**src/rtl/core/gammatone_band_filter_macros.svh**
```systemverilog
// Assertion macros shared by the gammatone band filter RTL.
// No dependencies; expects clk and rst_n in the including scope.
`ifndef GAMMATONE_BAND_FILTER_MACROS_SVH
`define GAMMATONE_BAND_FILTER_MACROS_SVH

// same-cycle implication
`define GBF_ASSERT_IMP(lbl, ante, cons) \
    lbl: assert property (@(posedge clk) disable iff (!rst_n) (ante) |-> (cons)) \
        else $error("gbf assertion failed");

// next-cycle implication
`define GBF_ASSERT_NXT(lbl, ante, cons) \
    lbl: assert property (@(posedge clk) disable iff (!rst_n) (ante) |=> (cons)) \
        else $error("gbf assertion failed");

`endif

```
**src/rtl/core/gbf_pkg.sv**
```systemverilog
// Types and constants of the gammatone band filter.
// No dependencies; used by the interface users, controller, datapath and top.
package gbf_pkg;

    localparam int SAMPLE_WIDTH    = 16;
    localparam int COEF_WIDTH      = 32;
    localparam int CFG_INDEX_WIDTH = 4;

    typedef enum logic [CFG_INDEX_WIDTH-1:0] {
        REG_FIRST_B0 = 4'd0,
        REG_REST_B0  = 4'd1,
        REG_B1_SEC0  = 4'd2,
        REG_B1_SEC1  = 4'd3,
        REG_B1_SEC2  = 4'd4,
        REG_B1_SEC3  = 4'd5,
        REG_FB_A1    = 4'd6,
        REG_FB_A2    = 4'd7
    } reg_idx_t;

    typedef enum logic [2:0] {
        ST_IDLE,
        ST_B0,
        ST_Y,
        ST_ACC,
        ST_D1,
        ST_D2,
        ST_OUT
    } state_t;

    typedef enum logic [2:0] {
        OP_NONE,
        OP_B0,
        OP_Y,
        OP_ACC,
        OP_D1,
        OP_D2
    } op_t;

    typedef struct packed {
        op_t  op;
        logic load_x;
        logic load_out;
    } gbf_cmd_t;

    typedef struct packed {
        logic signed [SAMPLE_WIDTH-1:0] sample_in;
        logic                           last_in;
    } in_word_t;

    typedef struct packed {
        logic signed [SAMPLE_WIDTH-1:0] sample_out;
        logic                           last_out;
    } out_word_t;

endpackage

```
**src/rtl/core/gbf_stream_if.sv**
```systemverilog
// Valid/ready stream channel carrying one word of a given type.
// No dependencies; word types come from gbf_pkg at the instance.
interface gbf_stream_if #(
    parameter type word_t = logic
);
    logic  valid;
    logic  ready;
    word_t data;

    modport source (output valid, output data, input ready);
    modport sink   (input valid, input data, output ready);
endinterface

```
**src/rtl/core/gammatone_band_filter.sv**
```systemverilog
// Top level of one gammatone filterbank band: four cascaded TDF-II biquads.
// Depends on gbf_pkg, gbf_stream_if, gbf_ctrl and gbf_datapath.
//
// Usage:
//   in_stream carries one input word per sample (sample_in Q1.15, last_in).
//   out_stream returns one word per input (sample_out Q1.15 saturated,
//   last_out copied from last_in). A word moves when valid and ready are high.
//   Coefficients are written through cfg_we/cfg_index/cfg_data while the
//   block is idle; indexes 0..7 follow the register list, others are ignored.
// Timing:
//   One multiplier is shared by all sections; each section steps through the
//   states B0, Y, ACC, D1 and D2 (four products plus the delay updates).
//   out_stream.valid rises when the result is loaded from the OUT state after
//   the last section, and the block takes no new sample until that load.
// Reset:
//   rst_n clears coefficients and all section delays to zero at once; the
//   block is ready for input as soon as reset is released.
// Stall:
//   The output word is held in a register; the next sample is accepted and
//   filtered while it waits, and the block holds off only when a second
//   result is ready and the first one has still not been taken.
module gammatone_band_filter #(
    parameter int NUM_SECTIONS = 4
) (
    input  logic                                clk,
    input  logic                                rst_n,
    gbf_stream_if.sink                          in_stream,
    gbf_stream_if.source                        out_stream,
    input  logic                                cfg_we,
    input  logic [gbf_pkg::CFG_INDEX_WIDTH-1:0] cfg_index,
    input  logic [gbf_pkg::COEF_WIDTH-1:0]      cfg_data
);
    import gbf_pkg::*;

    localparam int SEC_W = (NUM_SECTIONS > 1) ? $clog2(NUM_SECTIONS) : 1;

    gbf_cmd_t         cmd;
    logic [SEC_W-1:0] sec;

    gbf_ctrl #(
        .NUM_SECTIONS (NUM_SECTIONS),
        .SEC_W        (SEC_W)
    ) u_ctrl (
        .clk       (clk),
        .rst_n     (rst_n),
        .in_valid  (in_stream.valid),
        .in_ready  (in_stream.ready),
        .out_valid (out_stream.valid),
        .out_ready (out_stream.ready),
        .cmd       (cmd),
        .sec       (sec)
    );

    gbf_datapath #(
        .NUM_SECTIONS (NUM_SECTIONS),
        .SEC_W        (SEC_W)
    ) u_datapath (
        .clk       (clk),
        .rst_n     (rst_n),
        .cfg_we    (cfg_we),
        .cfg_index (cfg_index),
        .cfg_data  (cfg_data),
        .cmd       (cmd),
        .sec       (sec),
        .in_word   (in_stream.data),
        .out_word  (out_stream.data)
    );

endmodule

```
**src/rtl/core/gbf_ctrl.sv**
```systemverilog
// Sequencer of the gammatone band filter: steps sections and handshakes.
// Depends on gbf_pkg and gammatone_band_filter_macros.svh.
`include "gammatone_band_filter_macros.svh"

module gbf_ctrl #(
    parameter int NUM_SECTIONS = 4,
    parameter int SEC_W        = 2
) (
    input  logic                 clk,
    input  logic                 rst_n,
    input  logic                 in_valid,
    output logic                 in_ready,
    output logic                 out_valid,
    input  logic                 out_ready,
    output gbf_pkg::gbf_cmd_t    cmd,
    output logic [SEC_W-1:0]     sec
);
    import gbf_pkg::*;

    localparam logic [SEC_W-1:0] LAST_SEC = SEC_W'(NUM_SECTIONS - 1);

    state_t           state_reg, state_next;
    logic [SEC_W-1:0] sec_reg, sec_next;
    logic             out_valid_reg, out_valid_next;
    logic             accept;
    logic             out_free;

    assign in_ready  = (state_reg == ST_IDLE);
    assign accept    = in_valid && in_ready;
    assign out_free  = !out_valid_reg || out_ready;
    assign out_valid = out_valid_reg;
    assign sec       = sec_reg;

    always_comb
    begin
        state_next = state_reg;
        sec_next   = sec_reg;
        case (state_reg)
            ST_IDLE:
            begin
                sec_next = '0;
                if (accept)
                    state_next = ST_B0;
            end
            ST_B0:  state_next = ST_Y;
            ST_Y:   state_next = ST_ACC;
            ST_ACC: state_next = ST_D1;
            ST_D1:  state_next = ST_D2;
            ST_D2:
            begin
                if (sec_reg == LAST_SEC)
                    state_next = ST_OUT;
                else
                begin
                    state_next = ST_B0;
                    sec_next   = sec_reg + 1'b1;
                end
            end
            ST_OUT:
            begin
                if (out_free)
                    state_next = ST_IDLE;
            end
            default: state_next = ST_IDLE;
        endcase
    end

    always_comb
    begin
        cmd.load_x   = accept;
        cmd.load_out = (state_reg == ST_OUT) && out_free;
        case (state_reg)
            ST_B0:   cmd.op = OP_B0;
            ST_Y:    cmd.op = OP_Y;
            ST_ACC:  cmd.op = OP_ACC;
            ST_D1:   cmd.op = OP_D1;
            ST_D2:   cmd.op = OP_D2;
            default: cmd.op = OP_NONE;
        endcase
    end

    always_comb
    begin
        out_valid_next = out_valid_reg;
        if (cmd.load_out)
            out_valid_next = 1'b1;
        else if (out_ready)
            out_valid_next = 1'b0;
    end

    always_ff @(posedge clk or negedge rst_n)
    begin
        if (!rst_n)
        begin
            state_reg     <= ST_IDLE;
            sec_reg       <= '0;
            out_valid_reg <= 1'b0;
        end
        else
        begin
            state_reg     <= state_next;
            sec_reg       <= sec_next;
            out_valid_reg <= out_valid_next;
        end
    end

    `GBF_ASSERT_NXT(a_accept_starts, accept, state_reg == ST_B0)
    `GBF_ASSERT_NXT(a_last_sec_done, (state_reg == ST_D2) && (sec_reg == LAST_SEC),
                    state_reg == ST_OUT)
    `GBF_ASSERT_NXT(a_out_loaded, (state_reg == ST_OUT) && out_free,
                    (state_reg == ST_IDLE) && out_valid_reg)
    `GBF_ASSERT_IMP(a_sec_range, state_reg != ST_IDLE, sec_reg <= LAST_SEC)

endmodule

```
**src/rtl/core/gbf_datapath.sv**
```systemverilog
// Datapath: coefficient registers, shared multiplier, section delays, output word.
// Depends on gbf_pkg; driven by gbf_ctrl commands.
module gbf_datapath #(
    parameter int NUM_SECTIONS = 4,
    parameter int SEC_W        = 2
) (
    input  logic                                   clk,
    input  logic                                   rst_n,
    input  logic                                   cfg_we,
    input  logic [gbf_pkg::CFG_INDEX_WIDTH-1:0]    cfg_index,
    input  logic [gbf_pkg::COEF_WIDTH-1:0]         cfg_data,
    input  gbf_pkg::gbf_cmd_t                      cmd,
    input  logic [SEC_W-1:0]                       sec,
    input  gbf_pkg::in_word_t                      in_word,
    output gbf_pkg::out_word_t                     out_word
);
    import gbf_pkg::*;

    localparam int SIG_WIDTH   = 32;
    localparam int SIG_FRAC    = 24;
    localparam int STATE_WIDTH = 40;
    localparam int COEF_FRAC   = COEF_WIDTH - 3;
    localparam int PROD_WIDTH  = COEF_WIDTH + SIG_WIDTH;
    localparam int RND_WIDTH   = PROD_WIDTH - COEF_FRAC + 1;
    localparam int SUM_WIDTH   = STATE_WIDTH + 2;
    localparam int IN_SHIFT    = SIG_FRAC - (SAMPLE_WIDTH - 1);
    localparam int OUT_WIDTH   = SIG_WIDTH + 1;
    localparam int NUM_B1      = 4;
    localparam int B1_W        = 2;

    localparam logic signed [PROD_WIDTH-1:0] ROUND_ADD = PROD_WIDTH'(1) <<< (COEF_FRAC - 1);
    localparam logic signed [OUT_WIDTH-1:0]  OUT_ADD   = OUT_WIDTH'(1) <<< (IN_SHIFT - 1);

    function automatic logic signed [SIG_WIDTH-1:0] sat_sig(logic signed [SUM_WIDTH-1:0] v);
        logic signed [SUM_WIDTH-1:0] hi;
        logic signed [SUM_WIDTH-1:0] lo;
        hi = (SUM_WIDTH'(1) <<< (SIG_WIDTH - 1)) - 1;
        lo = -hi - 1;
        if (v > hi)
            return hi[SIG_WIDTH-1:0];
        else if (v < lo)
            return lo[SIG_WIDTH-1:0];
        return v[SIG_WIDTH-1:0];
    endfunction

    function automatic logic signed [STATE_WIDTH-1:0] sat_state(
        logic signed [SUM_WIDTH-1:0] v);
        logic signed [SUM_WIDTH-1:0] hi;
        logic signed [SUM_WIDTH-1:0] lo;
        hi = (SUM_WIDTH'(1) <<< (STATE_WIDTH - 1)) - 1;
        lo = -hi - 1;
        if (v > hi)
            return hi[STATE_WIDTH-1:0];
        else if (v < lo)
            return lo[STATE_WIDTH-1:0];
        return v[STATE_WIDTH-1:0];
    endfunction

    function automatic logic signed [SAMPLE_WIDTH-1:0] sat_sample(
        logic signed [OUT_WIDTH-1:0] v);
        logic signed [OUT_WIDTH-1:0] hi;
        logic signed [OUT_WIDTH-1:0] lo;
        hi = (OUT_WIDTH'(1) <<< (SAMPLE_WIDTH - 1)) - 1;
        lo = -hi - 1;
        if (v > hi)
            return hi[SAMPLE_WIDTH-1:0];
        else if (v < lo)
            return lo[SAMPLE_WIDTH-1:0];
        return v[SAMPLE_WIDTH-1:0];
    endfunction

    logic signed [COEF_WIDTH-1:0]  first_b0_reg;
    logic signed [COEF_WIDTH-1:0]  rest_b0_reg;
    logic signed [COEF_WIDTH-1:0]  b1_reg [NUM_B1];
    logic signed [COEF_WIDTH-1:0]  fb_a1_reg;
    logic signed [COEF_WIDTH-1:0]  fb_a2_reg;

    logic signed [STATE_WIDTH-1:0] d1_reg [NUM_SECTIONS];
    logic signed [STATE_WIDTH-1:0] d2_reg [NUM_SECTIONS];

    logic signed [SIG_WIDTH-1:0]   x_reg;
    logic signed [SIG_WIDTH-1:0]   y_reg;
    logic signed [SUM_WIDTH-1:0]   acc_reg;
    logic signed [PROD_WIDTH-1:0]  prod_reg;
    logic                          last_reg;
    out_word_t                     out_reg;

    logic signed [COEF_WIDTH-1:0]  coef_sel;
    logic signed [SIG_WIDTH-1:0]   sig_sel;
    logic signed [PROD_WIDTH-1:0]  prod_next;
    logic signed [PROD_WIDTH-1:0]  rnd_full;
    logic signed [RND_WIDTH-1:0]   rnd;
    logic [B1_W-1:0]               b1_idx;
    logic signed [SUM_WIDTH-1:0]   y_sum;
    logic signed [SUM_WIDTH-1:0]   acc_sum;
    logic signed [SUM_WIDTH-1:0]   d1_sum;
    logic signed [SUM_WIDTH-1:0]   d2_neg;
    logic signed [OUT_WIDTH-1:0]   out_shift;

    always_ff @(posedge clk or negedge rst_n)
    begin
        if (!rst_n)
        begin
            first_b0_reg <= '0;
            rest_b0_reg  <= '0;
            fb_a1_reg    <= '0;
            fb_a2_reg    <= '0;
            for (int i = 0; i < NUM_B1; i++)
                b1_reg[i] <= '0;
        end
        else if (cfg_we)
        begin
            case (cfg_index)
                REG_FIRST_B0: first_b0_reg <= cfg_data;
                REG_REST_B0:  rest_b0_reg  <= cfg_data;
                REG_B1_SEC0:  b1_reg[0]    <= cfg_data;
                REG_B1_SEC1:  b1_reg[1]    <= cfg_data;
                REG_B1_SEC2:  b1_reg[2]    <= cfg_data;
                REG_B1_SEC3:  b1_reg[3]    <= cfg_data;
                REG_FB_A1:    fb_a1_reg    <= cfg_data;
                REG_FB_A2:    fb_a2_reg    <= cfg_data;
                default: ;
            endcase
        end
    end

    // sections past the fourth reuse the last b1
    always_comb
    begin
        if (32'(sec) >= NUM_B1 - 1)
            b1_idx = B1_W'(NUM_B1 - 1);
        else
            b1_idx = B1_W'(sec);
    end

    always_comb
    begin
        case (cmd.op)
            OP_B0:
            begin
                coef_sel = (sec == '0) ? first_b0_reg : rest_b0_reg;
                sig_sel  = x_reg;
            end
            OP_Y:
            begin
                coef_sel = b1_reg[b1_idx];
                sig_sel  = x_reg;
            end
            OP_ACC:
            begin
                coef_sel = fb_a1_reg;
                sig_sel  = y_reg;
            end
            OP_D1:
            begin
                coef_sel = fb_a2_reg;
                sig_sel  = y_reg;
            end
            default:
            begin
                coef_sel = '0;
                sig_sel  = '0;
            end
        endcase
    end

    assign prod_next = coef_sel * sig_sel;
    assign rnd_full  = (prod_reg + ROUND_ADD) >>> COEF_FRAC;
    assign rnd       = rnd_full[RND_WIDTH-1:0];

    assign y_sum     = SUM_WIDTH'(rnd) + SUM_WIDTH'(d1_reg[sec]);
    assign acc_sum   = SUM_WIDTH'(rnd) + SUM_WIDTH'(d2_reg[sec]);
    assign d1_sum    = acc_reg - SUM_WIDTH'(rnd);
    assign d2_neg    = -SUM_WIDTH'(rnd);
    assign out_shift = (OUT_WIDTH'(y_reg) + OUT_ADD) >>> IN_SHIFT;

    always_ff @(posedge clk or negedge rst_n)
    begin
        if (!rst_n)
        begin
            for (int i = 0; i < NUM_SECTIONS; i++)
            begin
                d1_reg[i] <= '0;
                d2_reg[i] <= '0;
            end
        end
        else
        begin
            case (cmd.op)
                OP_D1:   d1_reg[sec] <= sat_state(d1_sum);
                OP_D2:   d2_reg[sec] <= sat_state(d2_neg);
                default: ;
            endcase
        end
    end

    always_ff @(posedge clk)
    begin
        prod_reg <= prod_next;
        if (cmd.load_x)
        begin
            x_reg    <= SIG_WIDTH'(in_word.sample_in) <<< IN_SHIFT;
            last_reg <= in_word.last_in;
        end
        case (cmd.op)
            OP_Y:    y_reg   <= sat_sig(y_sum);
            OP_ACC:  acc_reg <= acc_sum;
            OP_D2:   x_reg   <= y_reg;
            default: ;
        endcase
        if (cmd.load_out)
        begin
            out_reg.sample_out <= sat_sample(out_shift);
            out_reg.last_out   <= last_reg;
        end
    end

    assign out_word = out_reg;

endmodule

```
**src/flat_wrapper.sv**
```systemverilog
// flat-port wrapper written by rule: the top's interface ports become plain ports
module gammatone_band_filter_flat import gbf_pkg::*;
#(
    parameter int NUM_SECTIONS = 4
)
  (clk, rst_n, cfg_we, cfg_index, cfg_data, in_stream_valid, in_stream_data, in_stream_ready, out_stream_valid, out_stream_data, out_stream_ready);
  gbf_stream_if #(.word_t(in_word_t)) in_stream_i ();
  gbf_stream_if #(.word_t(out_word_t)) out_stream_i ();
  input  logic clk;
  input  logic rst_n;
  input  logic cfg_we;
  input  logic [gbf_pkg::CFG_INDEX_WIDTH-1:0] cfg_index;
  input  logic [gbf_pkg::COEF_WIDTH-1:0] cfg_data;
  input wire logic [$bits(in_stream_i.valid)-1:0] in_stream_valid;
  input wire logic [$bits(in_stream_i.data)-1:0] in_stream_data;
  output wire logic [$bits(in_stream_i.ready)-1:0] in_stream_ready;
  output wire logic [$bits(out_stream_i.valid)-1:0] out_stream_valid;
  output wire logic [$bits(out_stream_i.data)-1:0] out_stream_data;
  input wire logic [$bits(out_stream_i.ready)-1:0] out_stream_ready;
  assign in_stream_i.valid = in_stream_valid;
  assign in_stream_i.data = in_stream_data;
  assign in_stream_ready = in_stream_i.ready;
  assign out_stream_valid = out_stream_i.valid;
  assign out_stream_data = out_stream_i.data;
  assign out_stream_i.ready = out_stream_ready;
  gammatone_band_filter #(.NUM_SECTIONS(NUM_SECTIONS)) u_core (.clk(clk), .rst_n(rst_n), .in_stream(in_stream_i), .out_stream(out_stream_i), .cfg_we(cfg_we), .cfg_index(cfg_index), .cfg_data(cfg_data));
endmodule
```
**config.mk**
```make
export PLATFORM = sky130hd
export DESIGN_NAME = gammatone_band_filter_flat
export DESIGN_NICKNAME = d
export VERILOG_FILES = /design/src/rtl/core/gbf_pkg.sv /design/src/rtl/core/gbf_stream_if.sv /design/src/rtl/core/gammatone_band_filter.sv /design/src/rtl/core/gbf_ctrl.sv /design/src/rtl/core/gbf_datapath.sv /design/src/flat_wrapper.sv
export VERILOG_INCLUDE_DIRS = /design/src /design/src/rtl/core
export SDC_FILE = /design/constraint.sdc
export NUM_CORES = 2
export LEC_CHECK = 0
export ABC_AREA = 1
export ABC_CLOCK_PERIOD_IN_PS = 12960
export BUFFER_PORTS_ARGS = -buffer_cell sky130_fd_sc_hd__buf_2
export CAP_MARGIN = 20
export CORE_MARGIN = 2
export CORE_UTILIZATION = 40
export CTS_CLUSTER_SIZE = 12
export DETAILED_ROUTE_END_ITERATION = 10
export PLACE_DENSITY = 0.61
export SYNTH_ARGS = -nofsm -noshare
export SYNTH_HDL_FRONTEND = slang
export SYNTH_SLANG_ARGS = --single-unit
```
**constraint.sdc**
```tcl
create_clock -name clk -period 12.96 [get_ports clk]
set_input_delay 1.296 -clock clk [delete_from_list [all_inputs] [get_ports clk]]
set_output_delay 1.296 -clock clk [all_outputs]
set_load 0.005 [all_outputs]
```
==> summary.txt <==
GRT
  – Tot GR Track Use: 0.271
  – GRT overflow: 0
  – Initial antenna violation count: 3
  – Vias in the first global route: 66,700
  – Largest net degree at the start of global routing: 175
  – First-pass GRT wire length: 408,000 um

Clock tree
  – CTS resizes: 0
  – Setup bufs post-CTS: 0
  – Hold Buf Count CTS: 0
  – CTS root buf: clkbuf_16
  – CTS Buffer Depth: 3
  – CTS buffer count: 85
  – Total clock sinks: 741
  – CTS tree: done
  – Clock Pin Slew Worst Setup and Hold Paths: 0.06 ns
  – CTS H-tree lvls: 3
  – Clk Latency, worst-skew pair: 0.70 ns

Final layout
  – Layout area overhead: 8.19%
  – Layout cells sized above 1: 0.0479
  – # fillers: 19,300
  – Layout Nets: 11,100
  – Final Core Density: 0.436
  – Final Non-Filler Cells: 12,200

Critical path
  – Critical Path RT: 13.49 ns
  – CP Launch Type: register
  – Setup CP Type: reg2reg
  – Total stage count of the critical path: 32
  – Critical path data arrival time: 11.21 ns
  – CP Buf/Inv Count: 9
  – Slowest cell on the critical path: fa_1
  – Worst Setup End Kind: register
  – Cell repeated most along the worst path: fa_1
  – Top Family by Delay on Critical Path: adder cells
  – CP max stage delay: 1.02 ns
  – CP Max Fanout: 57
  – Reg2reg path depth: 32

Synthesis
  – Post-synth top area cell: fa_1
  – Synth Area in XOR/XNOR: 0.0224
  – Commonest cells in the synthesized netlist: nand2_1 (2,579), inv_1 (1,528), nor2_1 (1,210)
  – Most frequent cell after synthesis: nand2_1
  – Synth Register Bits: 741
  – Syn_nets: 11,200
  – Area contributors post-synth: fa_1 (28%), dfrtp_1 (19%), nand2_1 (13%)
  – Ys flop type: dfrtp_1
  – Post-synthesis simple-gate area fraction: 0.210
  – Register area share after synthesis: 0.247
  – Synth Cell Area: 76,900 um2
  – Async SR Flop Fraction: 0.785
  – Synthesis warning total: 0
  – Post-synth EDFFs: 123
  – Mux share of post-synthesis cell area: 0
  – Largest family of logic cells by synthesized area: adder cells
  – Adder-cell share of the synthesized area: 0.333
  – Distinct cells, synth: 55
  – Mean post-synth cell area: 7.91 um2
  – Compound-Gate Fraction of Synth Area: 0.0923
  – Cells after Synth: 9,719
  – Post-synth top area share: 0.283

Placed design
  – DPL Wire Length: 207,000 um
  – IO buf count: 76
  – DP Cell Count: 12,100
  – GP Congestion: 0.991

Floorplan
  – Die Y-Extent: 442 um
  – Core ar.: 191,000 um2
  – Starting Density: 0.403
  – Die W: 442 um
  – Top-Level Pins: 77
  – Die ar.: 196,000 um2
  – Rows: 160

Min path
  – Min-Delay Path Class: reg2reg
  – Hold depth: 0

Timing
  – Minimum clock period: 10.68 ns
  – Setup TNS: 0 ns
  – Worst-Margin Slew: 1.10 ns
  – Final Skew: 0.0680 ns
  – Rel. slew slack: 0.267
  – Highest Clock Rate: 93.7 MHz
  – Final Hold Fails: 0
  – Final period util: 0.824
  – Slew Limit Fails: 0
  – Setup violators final: 0
  – RSZ-0062 raised after global routing: no

Route
  – Post-Route WL: 265,000 um
  – DRT Pass-1 Iters: 8
  – Drc violations: 0
  – Vias: 65,400
  – Wire per inst: 21.7 um
  – Vias per cell: 5.35
  – DRT iter0 DRCs: 6,336
  – Number of routed nets with antenna violations: 0

Flow run
  – MaxCap Viol Count: 0

Run status
  – Outcome: finished clean
-- final timing paths --
check	end	slack (ns)	start
setup / recovery	u_core.u_datapath.prod_reg[63]$_DFF_P_	2.28	u_core.u_ctrl.sec[0]$_DFFE_PN0P_
min in group asynchronous	u_core.u_datapath.d2_reg[118]$_DFFE_PN0P_	0.68	rst_n
hold / removal	u_core.u_datapath.out_word[0]$_DFFE_PP_	0.42	u_core.u_datapath.last_reg$_DFFE_PP_
max in group asynchronous	u_core.u_datapath.d1_reg[136]$_DFFE_PN0P_	10.11	rst_n
hold reg to reg	u_core.u_datapath.out_word[0]$_DFFE_PP_	0.42	u_core.u_datapath.last_reg$_DFFE_PP_
setup reg to reg	u_core.u_datapath.prod_reg[63]$_DFF_P_	2.28	u_core.u_ctrl.sec[0]$_DFFE_PN0P_
-- worst reg2reg max path, delay by kind of cell, from the launching register on --
| kind | cells | cell delay [ns] |
|---|---|---|
| fa+ha+maj | 10 | 5.76 |
| buf+inv | 9 | 2.13 |
| simple gates | 8 | 1.07 |
| compound gates | 5 | 0.88 |
| flops | 1 | 0.69 |
-- metal layers --
metal,vias to the layer above,global-route usage,part of all wire
li1,29600,-,-
met1,32700,0.363,0.41
met2,2521,0.446,0.47
met3,507,0.0302,0.066
met4,0,0.115,0.049
met5,-,0,0
-- final cells by class --
| type | instances | area [um2] | share of cell area |
|---|---|---|---|
| antenna | 3 | 7.51 | 0.0000903 |
| clock buffer | 133 | 2540 | 0.0306 |
| clock inverter | 20 | 334 | 0.00402 |
| inverter | 1573 | 5910 | 0.0711 |
| multi-input combinational | 7021 | 50700 | 0.610 |
| sequential | 741 | 19000 | 0.228 |
| tap | 2511 | 3140 | 0.0378 |
| timing repair buffer | 214 | 1520 | 0.0183 |
-- stage by stage --
| step | setup WS, ns | cell area (um2) | hold WS (ns) |
|---|---|---|---|
| after floorplan | 3.66 | 76900 | 0.400 |
| after global routing | 1.73 | 83200 | 0.447 |
| final | 2.28 | 83200 | 0.418 |
| after detailed placement | 2.38 | 80200 | 0.405 |
| after global placement | 2.53 | 80200 | 0.405 |
| after CTS | 2.29 | 83000 | 0.418 |
-- cell families (layout without fill, tap and decap cells) --
family | after synthesis | count (layout)
buf+inv | 1957 | 1940
other cells | 0 | 3
compound gates | 1311 | 1311
fa+ha+maj | 1393 | 1393
xor+xnor | 194 | 194
simple gates | 4123 | 4123
flops | 741 | 741
-- placed cells by master (no fill, tap or decap), types with 166 or more instances in the layout --
| master | instances |
|---|---|
| nand2_1 | 2578 |
| fa_1 | 1085 |
| o21ai_0 | 639 |
| nand3_1 | 166 |
| nor2_1 | 1198 |
| ha_1 | 308 |
| inv_1 | 1526 |
| a21oi_1 | 399 |
| dfrtp_1 | 580 |
Power is left out: the tool's default activity adds up to more than one toggle a clock period on the data nets, which glitch-free logic cannot reach.
